<file path="config.mk">
export PLATFORM = sky130hd
export DESIGN_NAME = event_feedback_pattern_sequencer_top
export DESIGN_NICKNAME = d
export VERILOG_FILES = /design/src/hw/rtl/efps_pkg.sv /design/src/hw/rtl/efps_engine.sv /design/src/hw/rtl/event_feedback_pattern_sequencer_top.sv
export VERILOG_INCLUDE_DIRS = /design/src /design/src/hw/rtl
export SDC_FILE = /design/constraint.sdc
export NUM_CORES = 1
export LEC_CHECK = 0
export BUFFER_PORTS_ARGS = -buffer_cell sky130_fd_sc_hd__buf_2
export CORE_MARGIN = 1.5
export CORE_UTILIZATION = 35
export DETAILED_ROUTE_END_ITERATION = 16
export PLACE_DENSITY = 0.53
export SYNTH_ARGS = -nofsm -noshare
export SYNTH_HDL_FRONTEND = slang
export SYNTH_SLANG_ARGS = --single-unit
</file>
<file path="constraint.sdc">
create_clock -name clock -period 8.6 [get_ports clock]
set_clock_uncertainty 0.1 [all_clocks]
set_input_delay 1.29 -clock clock [delete_from_list [all_inputs] [get_ports clock]]
set_output_delay 1.29 -clock clock [all_outputs]
set_load 0.01 [all_outputs]
</file>
<file path="src/hw/rtl/event_feedback_pattern_sequencer_top_defines.svh">
// ---------------------------------------------------------------------------
// Event feedback pattern sequencer assertion macros
// Shared concurrent assertion forms, clocked on clock and disabled in reset.
// ---------------------------------------------------------------------------
`ifndef EVENT_FEEDBACK_PATTERN_SEQUENCER_TOP_DEFINES_SVH
`define EVENT_FEEDBACK_PATTERN_SEQUENCER_TOP_DEFINES_SVH

// same-cycle implication
`define EFPS_ASSERT_IMPL(label, clk, rst, ante, cons) \
   label: assert property (@(posedge clk) disable iff (rst) (ante) |-> (cons)) \
      else $error("efps assertion failed");

// next-cycle implication
`define EFPS_ASSERT_NEXT(label, clk, rst, ante, cons) \
   label: assert property (@(posedge clk) disable iff (rst) (ante) |=> (cons)) \
      else $error("efps assertion failed");

`endif

</file>
<file path="src/hw/rtl/efps_pkg.sv">
// ---------------------------------------------------------------------------
// efps_pkg
// Types, codes and pattern tables of the event feedback pattern sequencer.
// ---------------------------------------------------------------------------
package efps_pkg;

   localparam logic [1:0] FUNC_TICK    = 2'd0;
   localparam logic [1:0] FUNC_EVENT   = 2'd1;
   localparam logic [1:0] FUNC_BATTERY = 2'd2;

   localparam logic [2:0] EV_SHUTTER      = 3'd0;
   localparam logic [2:0] EV_COUNTDOWN    = 3'd1;
   localparam logic [2:0] EV_CONNECTED    = 3'd2;
   localparam logic [2:0] EV_DISCONNECTED = 3'd3;
   localparam logic [2:0] EV_LOW_BATTERY  = 3'd4;

   localparam logic [2:0] MODE_OFF       = 3'd0;
   localparam logic [2:0] MODE_SOUND     = 3'd1;
   localparam logic [2:0] MODE_LIGHT     = 3'd2;
   localparam logic [2:0] MODE_VIBRATE   = 3'd3;
   localparam logic [2:0] MODE_SND_LIGHT = 3'd4;

   localparam logic [2:0] REG_OUTPUT_MODE  = 3'd0;
   localparam logic [2:0] REG_EVENT_ENABLE = 3'd1;
   localparam logic [2:0] REG_VOLUME       = 3'd2;
   localparam logic [2:0] REG_CAPABILITIES = 3'd3;
   localparam logic [2:0] REG_LED_INVERT   = 3'd4;

   localparam logic [6:0] BATTERY_LOW_PERCENT = 7'd10;
   localparam logic [2:0] BATTERY_LOW_SAMPLES = 3'd6;
   localparam logic [7:0] VIB_DRIVE           = 8'd255;

   typedef struct packed {
      logic [1:0]  func;
      logic [2:0]  event_code;
      logic [31:0] now_ms;
      logic        speaker_busy;
      logic [6:0]  battery_level;
      logic        charging;
   } item_type;

   typedef struct packed {
      logic        tone_start;
      logic [11:0] tone_freq;
      logic [7:0]  tone_ms;
      logic        speaker_power;
      logic        led_pin_level;
      logic [7:0]  motor_drive;
      logic        timer_running;
   } result_type;

   typedef struct packed {
      logic [2:0] output_mode;
      logic [3:0] event_enable;
      logic [7:0] volume;
      logic [2:0] capabilities;
      logic       led_invert;
   } cfg_type;

   typedef struct packed {
      logic [2:0]  pattern_event;
      logic        tone_index;
      logic [1:0]  tone_count;
      logic        tone_playing;
      logic        tone_in_gap;
      logic [31:0] tone_deadline;
      logic        speaker_active;
      logic [1:0]  light_index;
      logic [1:0]  light_count;
      logic        light_lit;
      logic [31:0] light_deadline;
      logic [8:0]  light_on_time;
      logic [8:0]  light_off_time;
      logic        vib_index;
      logic [1:0]  vib_count;
      logic        vib_active;
      logic [31:0] vib_deadline;
      logic        tick_enabled;
      logic [2:0]  low_sample_count;
      logic        low_warned;
   } state_type;

   // wrap-safe: due once now - deadline is not negative
   function automatic logic due(input logic [31:0] now, input logic [31:0] deadline);
      logic [31:0] diff;
      diff = now - deadline;
      return !diff[31];
   endfunction

   function automatic logic [11:0] tone_hz(input logic [2:0] ev, input logic ix);
      logic [11:0] hz;
      case (ev)
         EV_SHUTTER:      hz = ix ? 12'd0    : 12'd4000;
         EV_COUNTDOWN:    hz = ix ? 12'd0    : 12'd2000;
         EV_CONNECTED:    hz = ix ? 12'd3000 : 12'd2000;
         EV_DISCONNECTED: hz = ix ? 12'd2000 : 12'd3000;
         EV_LOW_BATTERY:  hz = 12'd1000;
         default:         hz = 12'd0;
      endcase
      return hz;
   endfunction

   function automatic logic [7:0] tone_len(input logic [2:0] ev, input logic ix);
      logic [7:0] len;
      case (ev)
         EV_SHUTTER, EV_COUNTDOWN:       len = ix ? 8'd0 : 8'd40;
         EV_CONNECTED, EV_DISCONNECTED:  len = 8'd60;
         EV_LOW_BATTERY:                 len = 8'd200;
         default:                        len = 8'd0;
      endcase
      return len;
   endfunction

   function automatic logic [7:0] tone_gap(input logic [2:0] ev, input logic ix);
      logic [7:0] gap;
      case (ev)
         EV_CONNECTED, EV_DISCONNECTED: gap = ix ? 8'd0 : 8'd20;
         EV_LOW_BATTERY:                gap = ix ? 8'd0 : 8'd100;
         default:                       gap = 8'd0;
      endcase
      return gap;
   endfunction

   function automatic logic [1:0] tone_num(input logic [2:0] ev);
      logic [1:0] n;
      case (ev)
         EV_SHUTTER, EV_COUNTDOWN:                      n = 2'd1;
         EV_CONNECTED, EV_DISCONNECTED, EV_LOW_BATTERY: n = 2'd2;
         default:                                       n = 2'd0;
      endcase
      return n;
   endfunction

   function automatic logic [8:0] led_on(input logic [2:0] ev);
      logic [8:0] t;
      case (ev)
         EV_SHUTTER, EV_COUNTDOWN:      t = 9'd40;
         EV_CONNECTED, EV_DISCONNECTED: t = 9'd60;
         EV_LOW_BATTERY:                t = 9'd100;
         default:                       t = 9'd0;
      endcase
      return t;
   endfunction

   function automatic logic [8:0] led_off(input logic [2:0] ev);
      logic [8:0] t;
      case (ev)
         EV_CONNECTED:    t = 9'd80;
         EV_DISCONNECTED: t = 9'd100;
         EV_LOW_BATTERY:  t = 9'd300;
         default:         t = 9'd0;
      endcase
      return t;
   endfunction

   function automatic logic [1:0] led_num(input logic [2:0] ev);
      logic [1:0] n;
      case (ev)
         EV_SHUTTER, EV_COUNTDOWN:          n = 2'd1;
         EV_CONNECTED:                      n = 2'd2;
         EV_DISCONNECTED, EV_LOW_BATTERY:   n = 2'd3;
         default:                           n = 2'd0;
      endcase
      return n;
   endfunction

   function automatic logic [7:0] vib_len(input logic [2:0] ev, input logic ix);
      logic [7:0] len;
      case (ev)
         EV_SHUTTER:      len = ix ? 8'd0 : 8'd60;
         EV_CONNECTED:    len = ix ? 8'd0 : 8'd100;
         EV_DISCONNECTED: len = 8'd100;
         EV_LOW_BATTERY:  len = 8'd150;
         default:         len = 8'd0;
      endcase
      return len;
   endfunction

   function automatic logic [7:0] vib_gap(input logic [2:0] ev, input logic ix);
      logic [7:0] gap;
      case (ev)
         EV_DISCONNECTED: gap = ix ? 8'd0 : 8'd100;
         EV_LOW_BATTERY:  gap = ix ? 8'd0 : 8'd150;
         default:         gap = 8'd0;
      endcase
      return gap;
   endfunction

   function automatic logic [1:0] vib_num(input logic [2:0] ev);
      logic [1:0] n;
      case (ev)
         EV_SHUTTER, EV_CONNECTED:          n = 2'd1;
         EV_DISCONNECTED, EV_LOW_BATTERY:   n = 2'd2;
         default:                           n = 2'd0;
      endcase
      return n;
   endfunction

endpackage

</file>
<file path="src/hw/rtl/efps_engine.sv">
// ---------------------------------------------------------------------------
// efps_engine
// Sequencer state and its single-pass update for one item per cycle while advance is high.
// ---------------------------------------------------------------------------
module efps_engine import efps_pkg::*; (
   input  logic       clock,
   input  logic       reset,
   input  logic       advance,
   input  item_type   item,
   input  cfg_type    cfg,
   output result_type result
);

   state_type state_ff;
   state_type state_in;

   always_ff @(posedge clock) begin
      if (reset) begin
         state_ff <= '0;
      end else if (advance) begin
         state_ff <= state_in;
      end
   end

   always_comb begin
      state_type   st;
      logic        o_start;
      logic [11:0] o_freq;
      logic [7:0]  o_ms;
      logic        sig_fire;
      logic [2:0]  sig_ev;
      logic [3:0]  mask;
      logic        tick_run;
      logic        begin_tone;
      logic        snd;
      logic        lgt;
      logic        vib;
      logic        supported;
      logic [7:0]  g;
      logic [2:0]  ev;

      st         = state_ff;
      o_start    = 1'b0;
      o_freq     = '0;
      o_ms       = '0;
      sig_fire   = 1'b0;
      sig_ev     = item.event_code;
      tick_run   = 1'b0;
      begin_tone = 1'b0;
      g          = '0;

      snd = (cfg.output_mode == MODE_SOUND) || (cfg.output_mode == MODE_SND_LIGHT);
      lgt = (cfg.output_mode == MODE_LIGHT) || (cfg.output_mode == MODE_SND_LIGHT);
      vib = (cfg.output_mode == MODE_VIBRATE);
      supported = (cfg.output_mode <= MODE_SND_LIGHT)
                  && !(snd && !cfg.capabilities[0])
                  && !(lgt && !cfg.capabilities[1])
                  && !(vib && !cfg.capabilities[2]);

      case (item.func)
         FUNC_TICK:  tick_run = state_ff.tick_enabled;
         FUNC_EVENT: sig_fire = 1'b1;
         FUNC_BATTERY: begin
            if (item.charging) begin
               st.low_sample_count = '0;
               st.low_warned       = 1'b0;
            end else if (item.battery_level > BATTERY_LOW_PERCENT) begin
               st.low_sample_count = '0;
            end else begin
               if (st.low_sample_count < BATTERY_LOW_SAMPLES)
                  st.low_sample_count = st.low_sample_count + 3'd1;
               if (st.low_sample_count >= BATTERY_LOW_SAMPLES && !st.low_warned) begin
                  st.low_warned = 1'b1;
                  sig_fire      = 1'b1;
                  sig_ev        = EV_LOW_BATTERY;
               end
            end
         end
         default: ;
      endcase

      unique case (sig_ev)
         EV_SHUTTER:                    mask = 4'b0001;
         EV_COUNTDOWN:                  mask = 4'b0010;
         EV_CONNECTED, EV_DISCONNECTED: mask = 4'b0100;
         EV_LOW_BATTERY:                mask = 4'b1000;
         default:                       mask = 4'b0000;
      endcase

      // event: load the pattern into the selected channels
      if (sig_fire && cfg.output_mode != MODE_OFF && supported
          && (cfg.event_enable & mask) != 4'd0) begin
         st.speaker_active = 1'b0;
         st.tone_playing   = 1'b0;
         st.tone_in_gap    = 1'b0;
         st.tone_count     = '0;
         st.light_count    = '0;
         st.vib_count      = '0;
         st.pattern_event  = sig_ev;
         if (snd) begin
            st.tone_count = tone_num(sig_ev);
            st.tone_index = 1'b0;
            begin_tone    = 1'b1;
         end
         if (lgt && cfg.capabilities[1] && led_num(sig_ev) != 2'd0) begin
            st.light_on_time  = led_on(sig_ev);
            st.light_off_time = led_off(sig_ev);
            st.light_count    = led_num(sig_ev);
            st.light_index    = '0;
            st.light_lit      = 1'b1;
            st.light_deadline = item.now_ms + 32'(led_on(sig_ev));
         end
         if (vib && cfg.capabilities[2] && vib_num(sig_ev) != 2'd0) begin
            st.vib_count    = vib_num(sig_ev);
            st.vib_index    = 1'b0;
            st.vib_active   = 1'b1;
            st.vib_deadline = item.now_ms + 32'(vib_len(sig_ev, 1'b0));
         end
         st.tick_enabled = 1'b1;
      end

      ev = st.pattern_event;

      // tick: tone channel
      if (tick_run && st.tone_count != 2'd0) begin
         if (st.tone_playing) begin
            if (due(item.now_ms, st.tone_deadline) && !item.speaker_busy) begin
               st.speaker_active = 1'b0;
               st.tone_playing   = 1'b0;
               st.tone_in_gap    = 1'b0;
               if (({1'b0, st.tone_index} + 2'd1) < st.tone_count) begin
                  g = tone_gap(ev, st.tone_index);
                  st.tone_in_gap = (g != 8'd0);
                  if (st.tone_in_gap) begin
                     st.tone_deadline = item.now_ms + 32'(g);
                  end else begin
                     st.tone_index = ~st.tone_index;
                     begin_tone    = 1'b1;
                  end
               end else begin
                  st.tone_count = '0;
               end
            end
         end else if (st.tone_in_gap && due(item.now_ms, st.tone_deadline)) begin
            st.tone_in_gap = 1'b0;
            st.tone_index  = ~st.tone_index;
            begin_tone     = 1'b1;
         end
      end

      if (begin_tone) begin
         if ({1'b0, st.tone_index} >= st.tone_count) begin
            st.tone_count = '0;
         end else begin
            o_start           = 1'b1;
            o_freq            = tone_hz(ev, st.tone_index);
            o_ms              = tone_len(ev, st.tone_index);
            st.speaker_active = 1'b1;
            st.tone_playing   = 1'b1;
            st.tone_deadline  = item.now_ms + 32'(tone_len(ev, st.tone_index));
         end
      end

      // tick: light channel
      if (tick_run && st.light_count != 2'd0 && due(item.now_ms, st.light_deadline)) begin
         if (st.light_lit) begin
            st.light_lit = 1'b0;
            if (({1'b0, st.light_index} + 3'd1) >= {1'b0, st.light_count})
               st.light_count = '0;
            else
               st.light_deadline = item.now_ms + 32'(st.light_off_time);
         end else begin
            st.light_index    = st.light_index + 2'd1;
            st.light_lit      = 1'b1;
            st.light_deadline = item.now_ms + 32'(st.light_on_time);
         end
      end

      // tick: vibration channel
      if (tick_run && st.vib_count != 2'd0 && due(item.now_ms, st.vib_deadline)) begin
         if (st.vib_active) begin
            st.vib_active = 1'b0;
            if (({1'b0, st.vib_index} + 2'd1) >= st.vib_count)
               st.vib_count = '0;
            else
               st.vib_deadline = item.now_ms + 32'(vib_gap(ev, st.vib_index));
         end else begin
            st.vib_index    = ~st.vib_index;
            st.vib_active   = 1'b1;
            st.vib_deadline = item.now_ms + 32'(vib_len(ev, st.vib_index));
         end
      end

      if (tick_run && st.tone_count == 2'd0 && st.light_count == 2'd0
          && st.vib_count == 2'd0)
         st.tick_enabled = 1'b0;

      state_in = st;

      result.tone_start    = o_start;
      result.tone_freq     = o_freq;
      result.tone_ms       = o_ms;
      result.speaker_power = st.speaker_active;
      result.led_pin_level = cfg.capabilities[1] & (st.light_lit ^ cfg.led_invert);
      result.motor_drive   = st.vib_active ? VIB_DRIVE : 8'd0;
      result.timer_running = st.tick_enabled;
   end

endmodule

</file>
<file path="src/hw/rtl/event_feedback_pattern_sequencer_top.sv">
// ---------------------------------------------------------------------------
// event_feedback_pattern_sequencer_top
// Tone, LED and vibration pattern sequencer driven by ticks, events and
// battery samples.
// ---------------------------------------------------------------------------
// Usage:
//   req_*  input stream, one transfer per item: tick, event or battery
//          sample with its millisecond timestamp (kind in req_tuser).
//   rsp_*  result stream, exactly one transfer per input item, in order.
//   csr_*  register write channel, always ready; write only while idle.
// Path: an accepted item passes through the input register, then the result
//   register, before rsp_tvalid rises.
// Throughput: one item per cycle unless the result stream stalls; the state
//   update for an item is one combinational pass from the input register into
//   the state and result registers, so the next item sees the updated state.
// Reset: all channels stop, the tick timer is off, registers return to
//   mode off, all events enabled, no capabilities, LED pin inverted.
// Stall: while rsp_tready is low the result holds and one more item is
//   held in the input register; req_tready then drops.
// ---------------------------------------------------------------------------
`include "event_feedback_pattern_sequencer_top_defines.svh"

module event_feedback_pattern_sequencer_top import efps_pkg::*; (
   input  logic        clock,
   input  logic        reset,
   input  logic        req_tvalid,
   output logic        req_tready,
   // [2:0] event_code, [34:3] now_ms, [35] speaker_busy,
   // [42:36] battery_level, [43] charging, [47:44] zero
   input  logic [47:0] req_tdata,
   // [1:0] func
   input  logic [1:0]  req_tuser,
   output logic        rsp_tvalid,
   input  logic        rsp_tready,
   // [0] tone_start, [12:1] tone_freq, [20:13] tone_ms, [21] speaker_power,
   // [22] led_pin_level, [30:23] motor_drive, [31] timer_running
   output logic [31:0] rsp_tdata,
   input  logic        csr_valid,
   output logic        csr_ready,
   input  logic [2:0]  csr_index,
   input  logic [7:0]  csr_wdata
);

   cfg_type    cfg_ff;
   item_type   item_ff;
   logic       in_valid_ff;
   logic       in_valid_in;
   result_type rsp_ff;
   logic       rsp_valid_ff;
   logic       rsp_valid_in;
   result_type result;
   logic       advance;
   logic       req_accept;

   assign csr_ready  = 1'b1;
   assign advance    = in_valid_ff && (!rsp_valid_ff || rsp_tready);
   assign req_tready = !in_valid_ff || advance;
   assign req_accept = req_tvalid && req_tready;

   always_ff @(posedge clock) begin
      if (reset) begin
         cfg_ff.output_mode  <= MODE_OFF;
         cfg_ff.event_enable <= 4'hF;
         cfg_ff.volume       <= '0;
         cfg_ff.capabilities <= '0;
         cfg_ff.led_invert   <= 1'b1;
      end else if (csr_valid) begin
         unique case (csr_index)
            REG_OUTPUT_MODE:  cfg_ff.output_mode  <= csr_wdata[2:0];
            REG_EVENT_ENABLE: cfg_ff.event_enable <= csr_wdata[3:0];
            REG_VOLUME:       cfg_ff.volume       <= csr_wdata;
            REG_CAPABILITIES: cfg_ff.capabilities <= csr_wdata[2:0];
            REG_LED_INVERT:   cfg_ff.led_invert   <= csr_wdata[0];
            default: ;
         endcase
      end
   end

   always_comb begin
      in_valid_in = in_valid_ff;
      if (req_accept)
         in_valid_in = 1'b1;
      else if (advance)
         in_valid_in = 1'b0;
      rsp_valid_in = rsp_valid_ff;
      if (advance)
         rsp_valid_in = 1'b1;
      else if (rsp_tready)
         rsp_valid_in = 1'b0;
   end

   always_ff @(posedge clock) begin
      if (reset) begin
         in_valid_ff  <= 1'b0;
         rsp_valid_ff <= 1'b0;
      end else begin
         in_valid_ff  <= in_valid_in;
         rsp_valid_ff <= rsp_valid_in;
      end
   end

   always_ff @(posedge clock) begin
      if (req_accept) begin
         item_ff.func          <= req_tuser;
         item_ff.event_code    <= req_tdata[2:0];
         item_ff.now_ms        <= req_tdata[34:3];
         item_ff.speaker_busy  <= req_tdata[35];
         item_ff.battery_level <= req_tdata[42:36];
         item_ff.charging      <= req_tdata[43];
      end
      if (advance)
         rsp_ff <= result;
   end

   efps_engine u_engine (
      .clock   (clock),
      .reset   (reset),
      .advance (advance),
      .item    (item_ff),
      .cfg     (cfg_ff),
      .result  (result)
   );

   assign rsp_tvalid = rsp_valid_ff;
   assign rsp_tdata  = {rsp_ff.timer_running, rsp_ff.motor_drive,
                        rsp_ff.led_pin_level, rsp_ff.speaker_power,
                        rsp_ff.tone_ms, rsp_ff.tone_freq, rsp_ff.tone_start};

   `EFPS_ASSERT_IMPL(a_tone_powers_speaker, clock, reset,
      rsp_tvalid && rsp_tdata[0], rsp_tdata[21] && rsp_tdata[31])
   `EFPS_ASSERT_IMPL(a_tone_has_freq, clock, reset,
      rsp_tvalid && rsp_tdata[0], rsp_tdata[12:1] != 12'd0 && rsp_tdata[20:13] != 8'd0)
   `EFPS_ASSERT_NEXT(a_held_item_kept, clock, reset,
      in_valid_ff && !advance, in_valid_ff && rsp_valid_ff)

endmodule

</file>
---- Word-level counts from Yosys, hierarchy flattened ----
Cells that the tools add are included.
word-level totals
  logic and storage cells ................. 269
  bits in registers ....................... 228
  output and inout bits ................... 35
  bits of input ports ..................... 66
cells by class
  mux-type cells .......................... 107
  bitwise logic cells ..................... 6
  magnitude comparators ................... 8
  reduce and logical (&&, ||, !) cells .... 75
  add/subtract/negate cells ............... 16
  eq/ne operators ......................... 18
operator list
  operator                                             number
  two-way mux 33 bit                                   6
  adder 32 x 8 -> 32 bit                               5
  two-way mux 8 bit                                    16
  adder 32 x 9 -> 32 bit                               3
  two-way mux 32 bit                                   3
  subtractor 32 bit                                    3
  two-way mux 93 bit                                   1
  two-way mux 38 bit                                   2
  two-way mux 36 bit                                   2
  one-hot mux 12 bit (5 select lines)                  1
  two-way mux 55 bit                                   1
  one-hot mux 8 bit (3 select lines)                   2
  two-way mux 37 bit                                   1
  two-way mux 12 bit                                   3
  two-way mux 3 bit                                    12
  one-hot mux 8 bit (2 select lines)                   2
  one-hot mux 8 bit (4 select lines)                   1
  two-way mux 1 bit                                    28
  one-hot mux 9 bit (3 select lines)                   1
  logical AND 1 bit                                    26
  equality test 3 x 2 -> 1 bit, second input constant  7
  two-way mux 7 bit                                    3
  one-hot mux 7 bit (3 select lines)                   1
  two-way mux 2 bit                                    9
  other kinds (42)                                     91

---- Longest topological paths before layout ----
  depth after elaboration ................. 39
  gate-level depth with buffers ........... 32
  mapped depth without buffers ............ 29

---- Cells and area by module ----
A second synthesis with hierarchy kept.
second synthesis, totals
  cell total of the unflattened synthesis .. 2,394
  area, all modules ....................... 19,237.2 µm²
modules (own cells, without submodules)
  module                                area each (µm²)  seq. area each (µm²)  times used  cells each
  efps_engine                           15,949.0         2,742.6               1           2,224
  event_feedback_pattern_sequencer_top  3,288.2          2,762.6               1           170

---- Least setup slack after synthesis ----
Ideal clock, no wire load.
  kind .................................... reg2reg
  start ................................... register item_ff[7] (netlist bit)
  end ..................................... register rsp_ff (netlist bit rsp_tdata[22]), data pin
  required time ........................... 8.245 ns
  period minus slack after synthesis ...... 6.183 ns
  slack ................................... 2.417 ns
  cell stages (with the launch flop) ...... 31
  setup time .............................. 0.255 ns
  buffers on the path ..................... 4
  arrival time ............................ 5.828 ns
  cell sequence ........................... edfxtp_1 -> or4_4 -> a21oi_4 -> buf_6 -> nand2_1 -> nand2_1 -> inv_1 -> nand2_1 -> inv_1 -> ha_1 -> a21oi_1 -> o21bai_1 -> a21oi_1 -> or2_2 -> clkbuf_1 -> nor2_1 -> xnor2_1 -> o21ai_0 -> inv_1 -> ha_1 -> nand3_1 -> o22ai_1 -> nor3_1 -> o31ai_1 -> a211oi_1 -> or4_1 -> and3_1 -> buf_6 -> buf_6 -> xnor2_1 -> and2_1
RTL lines
  element               line                                         RTL
  from (decl)           event_feedback_pattern_sequencer_top.sv:45   item_type item_ff;
  to (signal assigned)  event_feedback_pattern_sequencer_top.sv:112  rsp_ff <= result;
  to (decl)             event_feedback_pattern_sequencer_top.sv:48   result_type rsp_ff;

==> flow_metrics.env <==
export IMPL_max_clock_freq_ghz=0.129
export IMPL_drv_cap=0
export IMPL_initial_core_util_pct=35.5
export IMPL_yosysWarnings=0
export IMPL_layout_min_cycle_time_ps=7780
export IMPL_finalSetupTns_ps=0
export IMPL_cts_tree="built"
export IMPL_setup_slack_ps=821
export IMPL_wl_per_cell_microns=21.8
export IMPL_antenna_found_initial=0
export IMPL_clk_pin_slew_worst_paths_ps=70
export IMPL_gp_congestion=0.909
export IMPL_pin_count=101
export IMPL_grt_pass1_vias=17500
export IMPL_ys_top_cells_by_area="dfxtp_1 (16%), ha_1 (11%), edfxtp_1 (10%), a21oi_1 (6.8%), nor2_1 (5.1%)"
export IMPL_synth_seq_cells=212
export IMPL_viasPerCell=5.98
export IMPL_synth_avg_cell_area_sq_um=7.70
export IMPL_area_growth_pct=10.5
export IMPL_die_h_microns=232
export IMPL_endpoint_kind="flip-flop"
export IMPL_vdd_drop_max_v=0.000151
export IMPL_critPathMaxFanout=13
export IMPL_firstDrtPassIters=6
export IMPL_synth_top_cell_area_share_pct=16.4
export IMPL_via_count=18500
export IMPL_cts_root_buf="clkbuf_16"
export IMPL_wl_mm=67.5
export IMPL_die_w_microns=232
export IMPL_drc=0
export IMPL_async_flop_share_pct=0
export IMPL_dp_hpwl_mm=48.0
export IMPL_nets=2619
export IMPL_rows=83
export IMPL_synth_cell_types=94
export IMPL_synth_area_sq_um=18300
export IMPL_relSlewSlack_pct=16.0
export IMPL_slew_violations=0
export IMPL_tightest_slew_ps=1260
export IMPL_place_ws_ps=890
export IMPL_min_path_type="flip-flop to flip-flop"
export IMPL_p_leak_nw=7.37
export IMPL_core_sq_um=51500
export IMPL_run_status="finished clean"
export IMPL_n_antenna_cell=0
export IMPL_die_area_sq_um=53600
export IMPL_ant_nets=0
export IMPL_layout_worst_path_cycle_share_pct=90.5
export IMPL_cellPowerDensity_nw_per_um2=134
export IMPL_required_ps=8790
export IMPL_cts_buffer_depth=3
export IMPL_io_buffers=86
export IMPL_cts_htree_levels=1
export IMPL_grt_max_degree=84
export IMPL_grt_pass1_wl_mm=103
export IMPL_yosys_area_top_type="dfxtp_1"
export IMPL_grt_usage_pct=24.5
export IMPL_final_cell_mix="a21oi_1 (249), nor2_1 (248), nand2_1 (214)"
export IMPL_clock_latency_ps=580
export IMPL_cts_hold_buf=0
export IMPL_post_cts_buffers=0
export IMPL_ys_seq_area_share_pct=26.6
export IMPL_synth_edf_count=62
export IMPL_start_kind="flip-flop"
export IMPL_cts_resized=0
export IMPL_drive_gt1_share_pct=10.4
export IMPL_drt_iter0_drc=1659
export IMPL_setup_viol=0
export IMPL_numClockSinks=212
export IMPL_synth_ff_type="dfxtp_1"
export IMPL_grt_ovfl_total=0
export IMPL_critical_path_class="flip-flop to flip-flop"
export IMPL_cts_buffers=27
export IMPL_hold_viol_final=0
export IMPL_rsz0062_at_grt="no"
export IMPL_arrival_ps=7970
export IMPL_postSynthCellCount=2373
export IMPL_final_common_cell="a21oi_1"
## synthesized netlist by cell type, types with 17 or more instances
library cell / count
a211oi_1: 25
a21o_1: 24
a21oi_1: 250
a31oi_1: 50
and2_1: 19
and3_1: 20
buf_2: 17
buf_4: 27
clkbuf_1: 110
dfxtp_1: 150
edfxtp_1: 62
ha_1: 154
inv_1: 93
mux2i_1: 31
nand2_1: 215
nand2b_1: 44
nand3_1: 63
nand4_1: 39
nor2_1: 250
nor3_1: 49
o211ai_1: 31
o21a_1: 21
o21ai_0: 179
o21ai_1: 18
or3_1: 22
xnor2_1: 84
xor2_1: 45
## final timing paths
kind / from / to / slack (ps) / depth (start not counted)
hold reg to reg: u_engine.state_ff[39] / u_engine.state_ff[39] / 350 / 2
hold / removal: u_engine.state_ff[39] / u_engine.state_ff[39] / 350 / 2
setup reg to reg: item_ff[7] / rsp_tdata[31] / 820 / 27
setup / recovery: item_ff[7] / rsp_tdata[31] / 820 / 27
## routing by layer
metal	track usage, %	vias up	share of wire (%)
li1	-	8684	-
met1	32.6	8855	43
met2	40.2	808	46
met3	3.21	152	7.9
met4	9.19	0	3.6
met5	0	-	0
## state kept, by name (all words and copies together) (netlist names)
register,flops
in_valid_ff,1
cfg_ff,11
rsp_tvalid,1
u_engine.state_ff,137
rsp_tdata,16
item_ff,46
## power by group
group / total [W] / switching (W) / internal, W / leakage [nW]
logic: 0.000441 / 0.000281 / 0.000160 / 5.12
clock network: 0.00116 / 0.000497 / 0.000665 / 0.424
registers: 0.00110 / 0.0000331 / 0.00106 / 1.83
total: 0.00270 / 0.000811 / 0.00189 / 7.37
## critical path: stages (launching register included)
cell      delay (ps)
edfxtp_1         370
or4_4            560
a21oi_4          350
nand2_1          290
o21ai_0          360
ha_1             290
inv_1             60
fa_1             380
nor2b_1          220
o31ai_1          140
a21oi_1          340
o21ai_0          260
buf_4            260
nor2_1           210
nand2_1          100
xnor2_1          140
o21ai_0          390
inv_1             90
ha_1             280
and4_1           170
a221oi_1         260
a21oi_1           80
a31o_2           270
a31oi_1          190
xor2_1           450
nand3_1          170
o311ai_0         550
a21oi_1          170
## layout make-up
| cell class | instances | area (sq um) |
|---|---|---|
| clock buffers | 31 | 691 |
| flip-flops and latches | 212 | 4860 |
| well taps | 680 | 851 |
| repair buffers | 153 | 946 |
| fillers | 5345 | 31300 |
| inverters | 95 | 359 |
| clock inverters | 19 | 180 |
| multi-input cells | 1902 | 12300 |
## per-stage QoR
| step | utilization [%] | std cells | area [sq um] | total power [W] | hold slack (ps) |
|---|---|---|---|---|---|
| after global routing | 39.2 | 3092 | 20200 | 0.00280 | 369 |
| after detailed placement | 37.5 | 3042 | 19300 | 0.00155 | 340 |
| after global placement | 37.5 | 3042 | 19300 | 0.00154 | 329 |
| final | 39.2 | 3092 | 20200 | 0.00270 | 351 |
| after CTS | 39.2 | 3092 | 20200 | 0.00271 | 348 |
| after floorplan | - | 2377 | 18300 | 0.00141 | 315 |
## kinds of logic (layout without fill, tap and decap cells)
kind of cell / after synthesis / in the layout / share of synthesized area, %
simple gates: 789 / 789 / 20.2
compound gates: 782 / 782 / 27.4
buf+inv: 263 / 298 / 6.28
flops: 212 / 212 / 26.6
fa+ha+maj: 162 / 162 / 11.4
xor+xnor: 129 / 129 / 6.18
mux: 34 / 34 / 1.88
other cells: 2 / 6 / 0.0411
No activity file was read; power rests on OpenSTA's default activity.
